### src/rtl/assert_macros.svh
// Assertion helpers for the RTL. Each one samples on clk and is
// disabled while rst_n is low.
`ifndef ASSERT_MACROS_SVH
`define ASSERT_MACROS_SVH

// Check a condition at every clock edge.
`define AMLD_ASSERT_NOW(label, cond, msg) \
    label: assert property (@(posedge clk) disable iff (!rst_n) (cond)) else $error(msg);

// Check that a condition implies another one at the next clock edge.
`define AMLD_ASSERT_NEXT(label, ante, cons, msg) \
    label: assert property (@(posedge clk) disable iff (!rst_n) (ante) |=> (cons)) \
        else $error(msg);

`endif

### src/rtl/amld_pkg.sv
`default_nettype none

package amld_pkg;

    // Default length of the moving-average window
    localparam int WINDOW_DEF = 16;

    // Field widths
    localparam int AXIS_W = 16;
    localparam int MAG_W  = 16;
    localparam int THR_W  = 16;
    localparam int STAT_W = 2;
    localparam int SQ_W   = 32;
    localparam int SQRT_STEPS = 16;

    // Reset value of the launch threshold
    localparam logic [THR_W-1:0] THR_RESET = 16'd2509;

    // Detector status codes
    localparam logic [STAT_W-1:0] PH_WAITING = 2'd0;
    localparam logic [STAT_W-1:0] PH_LAUNCH  = 2'd1;
    localparam logic [STAT_W-1:0] PH_LOST    = 2'd2;

    // Controller states
    typedef enum logic [2:0] {
        ST_IDLE,
        ST_SQUARE,
        ST_SQRT,
        ST_UPDATE,
        ST_EMIT
    } amld_state_t;

    // Commands from controller to datapath
    typedef struct packed {
        logic load;
        logic square;
        logic sqrt_step;
        logic update;
        logic emit;
    } amld_cmd_t;

    // Status from datapath to controller
    typedef struct packed {
        logic waiting;
    } amld_stat_t;

endpackage

`default_nettype wire

### src/rtl/amld_ram.sv
`default_nettype none

module amld_ram #(
    parameter int WIDTH = 16,
    parameter int DEPTH = 16
) (
    input  wire logic                                  clk,
    input  wire logic                                  wr_en,
    input  wire logic [(DEPTH > 1 ? $clog2(DEPTH) : 1)-1:0] wr_addr,
    input  wire logic [WIDTH-1:0]                      wr_data,
    input  wire logic                                  rd_en,
    input  wire logic [(DEPTH > 1 ? $clog2(DEPTH) : 1)-1:0] rd_addr,
    output logic      [WIDTH-1:0]                      rd_data
);

    logic [WIDTH-1:0] mem [DEPTH];

    // Write port
    always_ff @(posedge clk)
    begin
        if (wr_en)
        begin
            mem[wr_addr] <= wr_data;
        end
    end

    // Registered read port
    always_ff @(posedge clk)
    begin
        if (rd_en)
        begin
            rd_data <= mem[rd_addr];
        end
    end

endmodule

`default_nettype wire

### src/rtl/amld_ctrl.sv
`default_nettype none

module amld_ctrl (
    input  wire logic                clk,
    input  wire logic                rst_n,
    input  wire logic                in_valid,
    output logic                     in_ready,
    output logic                     out_valid,
    input  wire logic                out_ready,
    input  wire amld_pkg::amld_stat_t stat,
    output amld_pkg::amld_cmd_t      cmd
);

    localparam int CNT_W = $clog2(amld_pkg::SQRT_STEPS);

    amld_pkg::amld_state_t state_reg, state_next;
    logic [CNT_W-1:0]      cnt_reg, cnt_next;
    logic                  out_valid_reg, out_valid_next;

    // State, counter and output-valid registers
    always_ff @(posedge clk or negedge rst_n)
    begin
        if (!rst_n)
        begin
            state_reg     <= amld_pkg::ST_IDLE;
            cnt_reg       <= '0;
            out_valid_reg <= 1'b0;
        end
        else
        begin
            state_reg     <= state_next;
            cnt_reg       <= cnt_next;
            out_valid_reg <= out_valid_next;
        end
    end

    // Next state and commands
    always_comb
    begin
        state_next     = state_reg;
        cnt_next       = cnt_reg;
        cmd            = '0;
        in_ready       = 1'b0;
        out_valid_next = out_valid_reg && !out_ready;

        unique case (state_reg)
            amld_pkg::ST_IDLE:
            begin
                in_ready = 1'b1;
                if (in_valid)
                begin
                    cmd.load   = 1'b1;
                    state_next = amld_pkg::ST_SQUARE;
                end
            end
            amld_pkg::ST_SQUARE:
            begin
                cmd.square = 1'b1;
                cnt_next   = '0;
                state_next = amld_pkg::ST_SQRT;
            end
            amld_pkg::ST_SQRT:
            begin
                cmd.sqrt_step = 1'b1;
                cnt_next      = cnt_reg + 1'b1;
                if (cnt_reg == CNT_W'(amld_pkg::SQRT_STEPS - 1))
                begin
                    cnt_next   = '0;
                    state_next = stat.waiting ? amld_pkg::ST_UPDATE : amld_pkg::ST_EMIT;
                end
            end
            amld_pkg::ST_UPDATE:
            begin
                cmd.update = 1'b1;
                cnt_next   = '0;
                state_next = amld_pkg::ST_EMIT;
            end
            amld_pkg::ST_EMIT:
            begin
                // Hold until the output register is free
                if (!out_valid_reg || out_ready)
                begin
                    cmd.emit       = 1'b1;
                    out_valid_next = 1'b1;
                    state_next     = amld_pkg::ST_IDLE;
                end
            end
            default:
            begin
                state_next = amld_pkg::ST_IDLE;
            end
        endcase
    end

    assign out_valid = out_valid_reg;

endmodule

`default_nettype wire

### src/rtl/amld_dp.sv
`default_nettype none
`include "assert_macros.svh"

module amld_dp #(
    parameter int WINDOW = amld_pkg::WINDOW_DEF
) (
    input  wire logic                          clk,
    input  wire logic                          rst_n,
    input  wire amld_pkg::amld_cmd_t           cmd,
    output amld_pkg::amld_stat_t               stat,
    input  wire logic [amld_pkg::AXIS_W-1:0]   in_x,
    input  wire logic [amld_pkg::AXIS_W-1:0]   in_y,
    input  wire logic [amld_pkg::AXIS_W-1:0]   in_z,
    input  wire logic                          in_failed,
    input  wire logic                          cfg_wr_en,
    input  wire logic [amld_pkg::THR_W-1:0]    cfg_wr_data,
    output logic      [amld_pkg::MAG_W-1:0]    out_magnitude,
    output logic      [amld_pkg::MAG_W-1:0]    out_average,
    output logic      [amld_pkg::STAT_W-1:0]   out_status,
    output logic                               out_changed
);

    localparam int MAG_W  = amld_pkg::MAG_W;
    localparam int SQ_W   = amld_pkg::SQ_W;
    localparam int SUM_W  = MAG_W + $clog2(WINDOW);
    localparam int SLOT_W = (WINDOW > 1) ? $clog2(WINDOW) : 1;
    localparam int DIV_K  = SUM_W + $clog2(WINDOW);
    localparam int PROD_W = 2 * SUM_W + 1;
    localparam logic [SUM_W-1:0] WIN_C   = SUM_W'(WINDOW);
    localparam logic [SUM_W-1:0] SUM_MAX = SUM_W'(56755 * WINDOW);
    // Rounded-up reciprocal of the window length, exact for every window sum
    localparam logic [SUM_W:0]   DIV_M   =
        (SUM_W + 1)'(((64'd1 << DIV_K) + 64'(WINDOW) - 64'd1) / 64'(WINDOW));

    // Captured sample
    logic [amld_pkg::AXIS_W-1:0] x_reg, y_reg, z_reg;
    logic                        failed_reg;

    // Square-root unit
    logic [SQ_W-1:0] sq_rem_reg, sq_root_reg, sq_bit_reg;

    // Window bookkeeping
    logic [SUM_W-1:0]            sum_reg;
    logic [SUM_W-1:0]            thr_prod_reg;
    logic [amld_pkg::THR_W-1:0]  thr_reg;
    logic [SLOT_W-1:0]           slot_reg;
    logic                        wrapped_reg;
    logic [amld_pkg::STAT_W-1:0] phase_reg;
    logic                        changed_reg;

    logic [MAG_W-1:0] ram_rd_data;
    logic [MAG_W-1:0] old_mag;
    logic [MAG_W-1:0] new_mag;
    logic [SUM_W-1:0] sum_new;
    logic             win_we;

    logic [MAG_W-1:0] ax, ay, az;
    logic [SQ_W-1:0]  sq_sum;
    logic [SQ_W-1:0]  sq_trial;
    logic             sq_take;

    logic [PROD_W-1:0] avg_prod;
    logic [MAG_W-1:0]  avg_new;
    logic              decided;

    // Magnitude of each axis; the most negative code maps to 32768
    always_comb
    begin
        ax     = x_reg[MAG_W-1] ? (~x_reg + 16'd1) : x_reg;
        ay     = y_reg[MAG_W-1] ? (~y_reg + 16'd1) : y_reg;
        az     = z_reg[MAG_W-1] ? (~z_reg + 16'd1) : z_reg;
        sq_sum = (SQ_W'(ax) * SQ_W'(ax)) + (SQ_W'(ay) * SQ_W'(ay))
               + (SQ_W'(az) * SQ_W'(az));
    end

    // One square-root step: try to take root plus bit from the remainder
    always_comb
    begin
        sq_trial = sq_root_reg + sq_bit_reg;
        sq_take  = (sq_rem_reg >= sq_trial);
    end

    assign new_mag = sq_root_reg[MAG_W-1:0];

    // Window update: drop the oldest entry, add the new one
    always_comb
    begin
        old_mag = wrapped_reg ? ram_rd_data : '0;
        sum_new = sum_reg - SUM_W'(old_mag) + SUM_W'(new_mag);
        win_we  = cmd.update && (phase_reg == amld_pkg::PH_WAITING) && !failed_reg;
    end

    // Window average: multiply the sum by the reciprocal and keep the top bits
    always_comb
    begin
        avg_prod = PROD_W'(sum_reg) * PROD_W'(DIV_M);
        avg_new  = avg_prod[DIV_K +: MAG_W];
    end

    // Capture sample and run the square root
    always_ff @(posedge clk)
    begin
        if (cmd.load)
        begin
            x_reg        <= in_x;
            y_reg        <= in_y;
            z_reg        <= in_z;
            failed_reg   <= in_failed;
            thr_prod_reg <= SUM_W'(thr_reg) * WIN_C;
        end
        if (cmd.square)
        begin
            sq_rem_reg  <= failed_reg ? '0 : sq_sum;
            sq_root_reg <= '0;
            sq_bit_reg  <= SQ_W'(1) << (SQ_W - 2);
        end
        else if (cmd.sqrt_step)
        begin
            if (sq_take)
            begin
                sq_rem_reg  <= sq_rem_reg - sq_trial;
                sq_root_reg <= (sq_root_reg >> 1) + sq_bit_reg;
            end
            else
            begin
                sq_root_reg <= sq_root_reg >> 1;
            end
            sq_bit_reg <= sq_bit_reg >> 2;
        end
    end

    // Detector state, window pointer and threshold
    always_ff @(posedge clk or negedge rst_n)
    begin
        if (!rst_n)
        begin
            thr_reg     <= amld_pkg::THR_RESET;
            sum_reg     <= '0;
            slot_reg    <= '0;
            wrapped_reg <= 1'b0;
            phase_reg   <= amld_pkg::PH_WAITING;
            changed_reg <= 1'b0;
        end
        else
        begin
            if (cfg_wr_en)
            begin
                thr_reg <= cfg_wr_data;
            end
            if (cmd.load)
            begin
                changed_reg <= 1'b0;
            end
            if (cmd.update && phase_reg == amld_pkg::PH_WAITING)
            begin
                if (failed_reg)
                begin
                    phase_reg   <= amld_pkg::PH_LOST;
                    changed_reg <= 1'b1;
                end
                else
                begin
                    sum_reg <= sum_new;
                    if (slot_reg == SLOT_W'(WINDOW - 1))
                    begin
                        slot_reg    <= '0;
                        wrapped_reg <= 1'b1;
                    end
                    else
                    begin
                        slot_reg <= slot_reg + 1'b1;
                    end
                    if (sum_new >= thr_prod_reg)
                    begin
                        phase_reg   <= amld_pkg::PH_LAUNCH;
                        changed_reg <= 1'b1;
                    end
                end
            end
        end
    end

    // Result register
    always_ff @(posedge clk)
    begin
        if (cmd.emit)
        begin
            out_magnitude <= new_mag;
            out_average   <= avg_new;
            out_status    <= phase_reg;
            out_changed   <= changed_reg;
        end
    end

    // Magnitude window
    amld_ram #(
        .WIDTH (MAG_W),
        .DEPTH (WINDOW)
    ) u_window (
        .clk     (clk),
        .wr_en   (win_we),
        .wr_addr (slot_reg),
        .wr_data (new_mag),
        .rd_en   (cmd.square),
        .rd_addr (slot_reg),
        .rd_data (ram_rd_data)
    );

    assign stat.waiting = (phase_reg == amld_pkg::PH_WAITING);
    assign decided      = (phase_reg != amld_pkg::PH_WAITING);

    `AMLD_ASSERT_NEXT(a_phase_sticky, decided, $stable(phase_reg), "decided status changed")
    `AMLD_ASSERT_NEXT(a_sum_frozen, decided, $stable(sum_reg), "window sum moved after decision")
    `AMLD_ASSERT_NOW(a_changed_decided, !changed_reg || decided, "change flag set while waiting")
    `AMLD_ASSERT_NOW(a_sum_bound, sum_reg <= SUM_MAX, "window sum out of range")

endmodule

`default_nettype wire

### src/rtl/accel_magnitude_launch_detector_core.sv
`default_nettype none

// Launch detector on accelerometer magnitude. Each input beat carries one
// three-axis sample (x, y, z in tdata, read_failed in tuser); each one gives
// exactly one output beat with the floored vector magnitude, the average of
// the last WINDOW magnitudes (window starts as zeros after reset), the status
// (0 waiting, 1 launch, 2 sensor lost) and a flag on the beat where status
// first left waiting. Launch is declared when sum >= threshold * WINDOW; a
// failed read while waiting declares the sensor lost; both are sticky until
// reset, and after that the window and average are frozen. Items are handled
// one at a time: while the detector is waiting an item runs from one accept
// to the next through capture, squaring, 16 square-root steps, window
// update and emit, and after a decision the update step is skipped.
// The average is the window sum times a constant reciprocal of
// WINDOW. A finished result waits in the output register while the next
// sample is taken; a later result stalls the block until that register is
// free. The threshold register may be written only while no item is in flight.
module accel_magnitude_launch_detector_core #(
    parameter int WINDOW = amld_pkg::WINDOW_DEF
) (
    input  wire logic        clk,
    input  wire logic        rst_n,
    input  wire logic        s_axis_tvalid,
    output logic             s_axis_tready,
    input  wire logic [47:0] s_axis_tdata,   // accel_x[15:0], accel_y[31:16], accel_z[47:32]
    input  wire logic        s_axis_tuser,   // read_failed[0]
    output logic             m_axis_tvalid,
    input  wire logic        m_axis_tready,
    output logic      [39:0] m_axis_tdata,   // magnitude[15:0], window_average[31:16],
                                             // status[33:32], status_changed[34], zero[39:35]
    input  wire logic        cfg_wr_en,
    input  wire logic [15:0] cfg_wr_data     // launch_threshold
);

    amld_pkg::amld_cmd_t  cmd;
    amld_pkg::amld_stat_t stat;

    logic [amld_pkg::MAG_W-1:0]  out_magnitude;
    logic [amld_pkg::MAG_W-1:0]  out_average;
    logic [amld_pkg::STAT_W-1:0] out_status;
    logic                        out_changed;

    // Sequencer
    amld_ctrl u_ctrl (
        .clk       (clk),
        .rst_n     (rst_n),
        .in_valid  (s_axis_tvalid),
        .in_ready  (s_axis_tready),
        .out_valid (m_axis_tvalid),
        .out_ready (m_axis_tready),
        .stat      (stat),
        .cmd       (cmd)
    );

    // Square root, window and average
    amld_dp #(
        .WINDOW (WINDOW)
    ) u_dp (
        .clk           (clk),
        .rst_n         (rst_n),
        .cmd           (cmd),
        .stat          (stat),
        .in_x          (s_axis_tdata[15:0]),
        .in_y          (s_axis_tdata[31:16]),
        .in_z          (s_axis_tdata[47:32]),
        .in_failed     (s_axis_tuser),
        .cfg_wr_en     (cfg_wr_en),
        .cfg_wr_data   (cfg_wr_data),
        .out_magnitude (out_magnitude),
        .out_average   (out_average),
        .out_status    (out_status),
        .out_changed   (out_changed)
    );

    // Pack the result beat
    assign m_axis_tdata = {5'd0, out_changed, out_status, out_average, out_magnitude};

endmodule

`default_nettype wire

### config.mk
export PLATFORM = sky130hd
export DESIGN_NAME = accel_magnitude_launch_detector_core
export DESIGN_NICKNAME = d
export VERILOG_FILES = /design/src/rtl/amld_pkg.sv /design/src/rtl/amld_ram.sv /design/src/rtl/amld_ctrl.sv /design/src/rtl/amld_dp.sv /design/src/rtl/accel_magnitude_launch_detector_core.sv
export VERILOG_INCLUDE_DIRS = /design/src /design/src/rtl
export SDC_FILE = /design/constraint.sdc
export NUM_CORES = 2
export LEC_CHECK = 0
export BUFFER_PORTS_ARGS = -buffer_cell sky130_fd_sc_hd__buf_2
export CAP_MARGIN = 20
export CORE_UTILIZATION = 50
export CTS_CLUSTER_DIAMETER = 120
export CTS_CLUSTER_SIZE = 12
export DETAILED_ROUTE_END_ITERATION = 6
export PLACE_DENSITY = 0.76
export SLEW_MARGIN = 25
export SYNTH_ARGS = -nofsm -noshare
export SYNTH_HDL_FRONTEND = slang
export SYNTH_HIERARCHICAL = 1
export SYNTH_SLANG_ARGS = --single-unit
### constraint.sdc
create_clock -name clk -period 15.55 [get_ports clk]
set_input_delay 3.11 -clock clk [delete_from_list [all_inputs] [get_ports clk]]
set_output_delay 3.11 -clock clk [all_outputs]
set_load 0.1 [all_outputs]
==> flow_summary.json <==
{
  "status": "finished, final reports clean",
  "top_usage_layer": "met2",
  "clkSlewWorstSetupHoldPaths_ns": 0.07,
  "avgSynthCellArea_um2": 11.04,
  "root_buffer": "clkbuf_16",
  "synth.distinct_cells": 93,
  "synthAdderAreaFrac": 0.3709,
  "grt_pass1_wl_um": 169900,
  "antenna_left": 0,
  "clockBufferDepth": 3,
  "synth_xor_area_frac": 0.03314,
  "vias": 30350,
  "antenna_found_initial": 0,
  "setup_viol": 0,
  "cts-resized-gates": 0,
  "dieWidth_um": 305.3,
  "grt_use_total": 0.2346,
  "num_antenna_cells": 0,
  "synth_simple_gate_area_frac": 0.07836,
  "firstDrtPassIters": 6,
  "seq_area_frac_synth": 0.3132,
  "cts.sinks": 504,
  "synthFlopType": "edfxtp_1",
  "cts_tree": "yes",
  "grt_pass1_vias": 31540,
  "wl_per_cell_um": 19.28,
  "use_met2": 0.3745,
  "drv_slew": 0,
  "synth_compound_gate_area_share": 0.06914,
  "finalHoldViolations": 0,
  "postCtsHoldBufs": 0,
  "cp_slowest_cell": "xnor2_1",
  "portBuffers": 106,
  "die_area_mm2": 0.09318,
  "drc_errors": 0,
  "crit_top_cell": "fa_1",
  "rsz0062_at_grt": "no",
  "io_pins": 112,
  "slew_headroom": 0.3157,
  "yosys_warnings": 6,
  "synth_edf_count": 404,
  "finalSetupTns_ns": 0,
  "syn_area_mm2": 0.04598,
  "htreeDepth": 2,
  "max_freq_mhz": 87.78,
  "dpl.hpwl_um": 84070,
  "drt_wl_total_um": 106800,
  "routed_via_density": 5.477,
  "syn_inst": 4166,
  "critical_path_class": "reg2reg",
  "startpoint_type": "register",
  "grt_use_met3": 0.04610,
  "post-route-period-util": 0.7326,
  "skew_ns": 0.04903,
  "synth_top_family_by_area": "adder cells",
  "use_met1": 0.3319,
  "largest_register_ffs": 256,
  "period_needed_ns": 11.39,
  "multi_input_area_mm2": 0.02764,
  "overflow": 0,
  "worstSkewPairLatency_ns": 0.62,
  "seqCellArea_mm2": 0.01441,
  "postCtsSetupBuffers": 0,
  "drive_above_1_share": 0.08200,
  "cts_made_buffers": 48,
  "core_mm2": 0.09056,
  "min_path_type": "reg2reg",
  "slowest_delay_ns": 0.71,
  "finalNetCount": 5383,
  "critPathArrivalTime_ns": 11.76,
  "area_growth_pct": 8.089,
  "synth-seq-cells": 504,
  "max_cap_violations": 0,
  "cp_max_fo": 14,
  "die_y_um": 305.3,
  "fillers": 7531,
  "start_util": 0.5078,
  "required_ns": 15.91,
  "synthMuxAreaShare": 0.04373,
  "place_congestion": 0.9603,
  "async_flop_share": 0.1032,
  "worst_setup_path_end_kind": "register",
  "worst_pin_slew_ns": 1.023,
  "num_rows": 110,
  "whs_ns": 0.4459,
  "drtIter0Drc": 2501,
  "grt_max_degree": 69,
  "utilization": 0.5488
}
-- area by class of cell --
class,instances,area share
multi-input cells,2612,0.5561
flip-flops and latches,504,0.2899
inverters,992,0.07492
well taps,1176,0.02960
clock buffers,86,0.02767
repair buffers,168,0.02069
clock inverters,4,0.001133
-- metrics by stage --
stage | worst slack [ns] | instance area [um2] | cells
6_report | 4.157 | 49700 | 5542
5_1_grt | 3.632 | 49700 | 5542
4_1_cts | 4.319 | 49650 | 5541
3_5_place_dp | 4.369 | 48220 | 5451
3_3_place_gp | 4.535 | 48190 | 5450
2_1_floorplan | 5.807 | 46130 | 4206
-- Yosys cell counts, types with 13 or more instances --
| library cell | n | area (um2) |
|---|---|---|
| inv_1 | 976 | 3664 |
| or3_1 | 18 | 112.6 |
| dfrtp_1 | 45 | 1126 |
| fa_1 | 627 | 12550 |
| o21ai_0 | 101 | 505.5 |
| nand2b_1 | 25 | 156.4 |
| edfxtp_1 | 404 | 12130 |
| clkinv_1 | 14 | 52.55 |
| mux2_2 | 21 | 236.5 |
| nor3_1 | 21 | 105.1 |
| o21bai_1 | 23 | 172.7 |
| xor2_1 | 68 | 595.6 |
| a31oi_1 | 27 | 168.9 |
| ha_1 | 360 | 4504 |
| o21a_1 | 13 | 97.59 |
| o22ai_1 | 18 | 112.6 |
| nand2_1 | 308 | 1156 |
| nor2b_1 | 14 | 87.58 |
| a21o_1 | 36 | 270.3 |
| a211oi_1 | 25 | 187.7 |
| xnor2_1 | 106 | 928.4 |
| nor2_1 | 335 | 1257 |
| o31ai_1 | 15 | 112.6 |
| o41ai_1 | 14 | 122.6 |
| nand3_1 | 31 | 155.2 |
| mux2i_1 | 28 | 280.3 |
| mux4_2 | 54 | 1216 |
| a22oi_1 | 37 | 277.8 |
| a21oi_1 | 73 | 365.4 |
| dfxtp_1 | 48 | 960.9 |
| clkbuf_1 | 69 | 259.0 |
| and2_1 | 27 | 168.9 |
-- routing by layer --
layer  vias to the layer above  part of all wire
met1                     15320              0.42
met3                       134             0.091
met5                         -                 0
met2                      1189              0.47
li1                      13710                 -
met4                         0             0.023
-- critical path, delay by kind of cell (launching register included) --
family                     cells  cell delay, ns
AOI/OAI and AO/OA              9            2.28
xor gates and xnor gates       2            0.79
buffers and inverters          8            1.54
adders and majority gates     10            4.58
DFF                            1            0.54
and+or+nand+nor                5            1.39
-- logic make-up (layout without fill, tap and decap cells) --
family / after synthesis / in the layout
buffers and inverters: 1090 / 1250
muxes: 114 / 114
xor gates and xnor gates: 174 / 174
adders and majority gates: 987 / 987
DFF: 504 / 504
other: 3 / 43
and+or+nand+nor: 830 / 830
AOI/OAI and AO/OA: 464 / 464
-- path summary, 6_finish.rpt --
path / from / to / slack [ns] / cells after the start
setup / recovery: u_dp/x_reg[0]$_DFFE_PP_ / u_dp/sq_rem_reg[30]$_DFFE_PP_ / 4.16 / 34
hold / removal: u_dp/thr_reg[5]$_DFFE_PN0P_ / u_dp/thr_prod_reg[9]$_DFFE_PP_ / 0.45 / 0
setup reg to reg: u_dp/x_reg[0]$_DFFE_PP_ / u_dp/sq_rem_reg[30]$_DFFE_PP_ / 4.16 / 34
hold reg to reg: u_dp/thr_reg[5]$_DFFE_PN0P_ / u_dp/thr_prod_reg[9]$_DFFE_PP_ / 0.45 / 0
max in group asynchronous: rst_n / u_dp/slot_reg[0]$_DFFE_PN0P_ / 12.39 / 2
min in group asynchronous: rst_n / u_dp/sum_reg[3]$_DFFE_PN0P_ / 2.64 / 2
-- placed cells by master, fill, tap and decap left out, drive strengths merged, types with 15 or more instances in the layout --
cell type,Yosys,final
a211oi,27,27
a21o,36,36
a21oi,73,73
a22oi,37,37
a31oi,27,27
and2,28,28
buf,29,168
clkbuf,69,86
clkinv,14,16
conb,3,43
dfrtp,45,45
dfxtp,48,48
edfxtp,404,404
fa,627,627
ha,360,360
inv,978,980
mux2,22,22
mux2i,28,28
mux4,64,64
nand2,308,308
nand2b,25,25
nand3,31,31
nor2,337,337
nor3,21,21
o21ai,105,105
o21bai,23,23
o22ai,18,18
o31ai,15,15
or3,18,18
xnor2,106,106
xor2,68,68
Power is not shown: default switching activity piles up to over one toggle a cycle in this logic, so the estimate is an artifact.
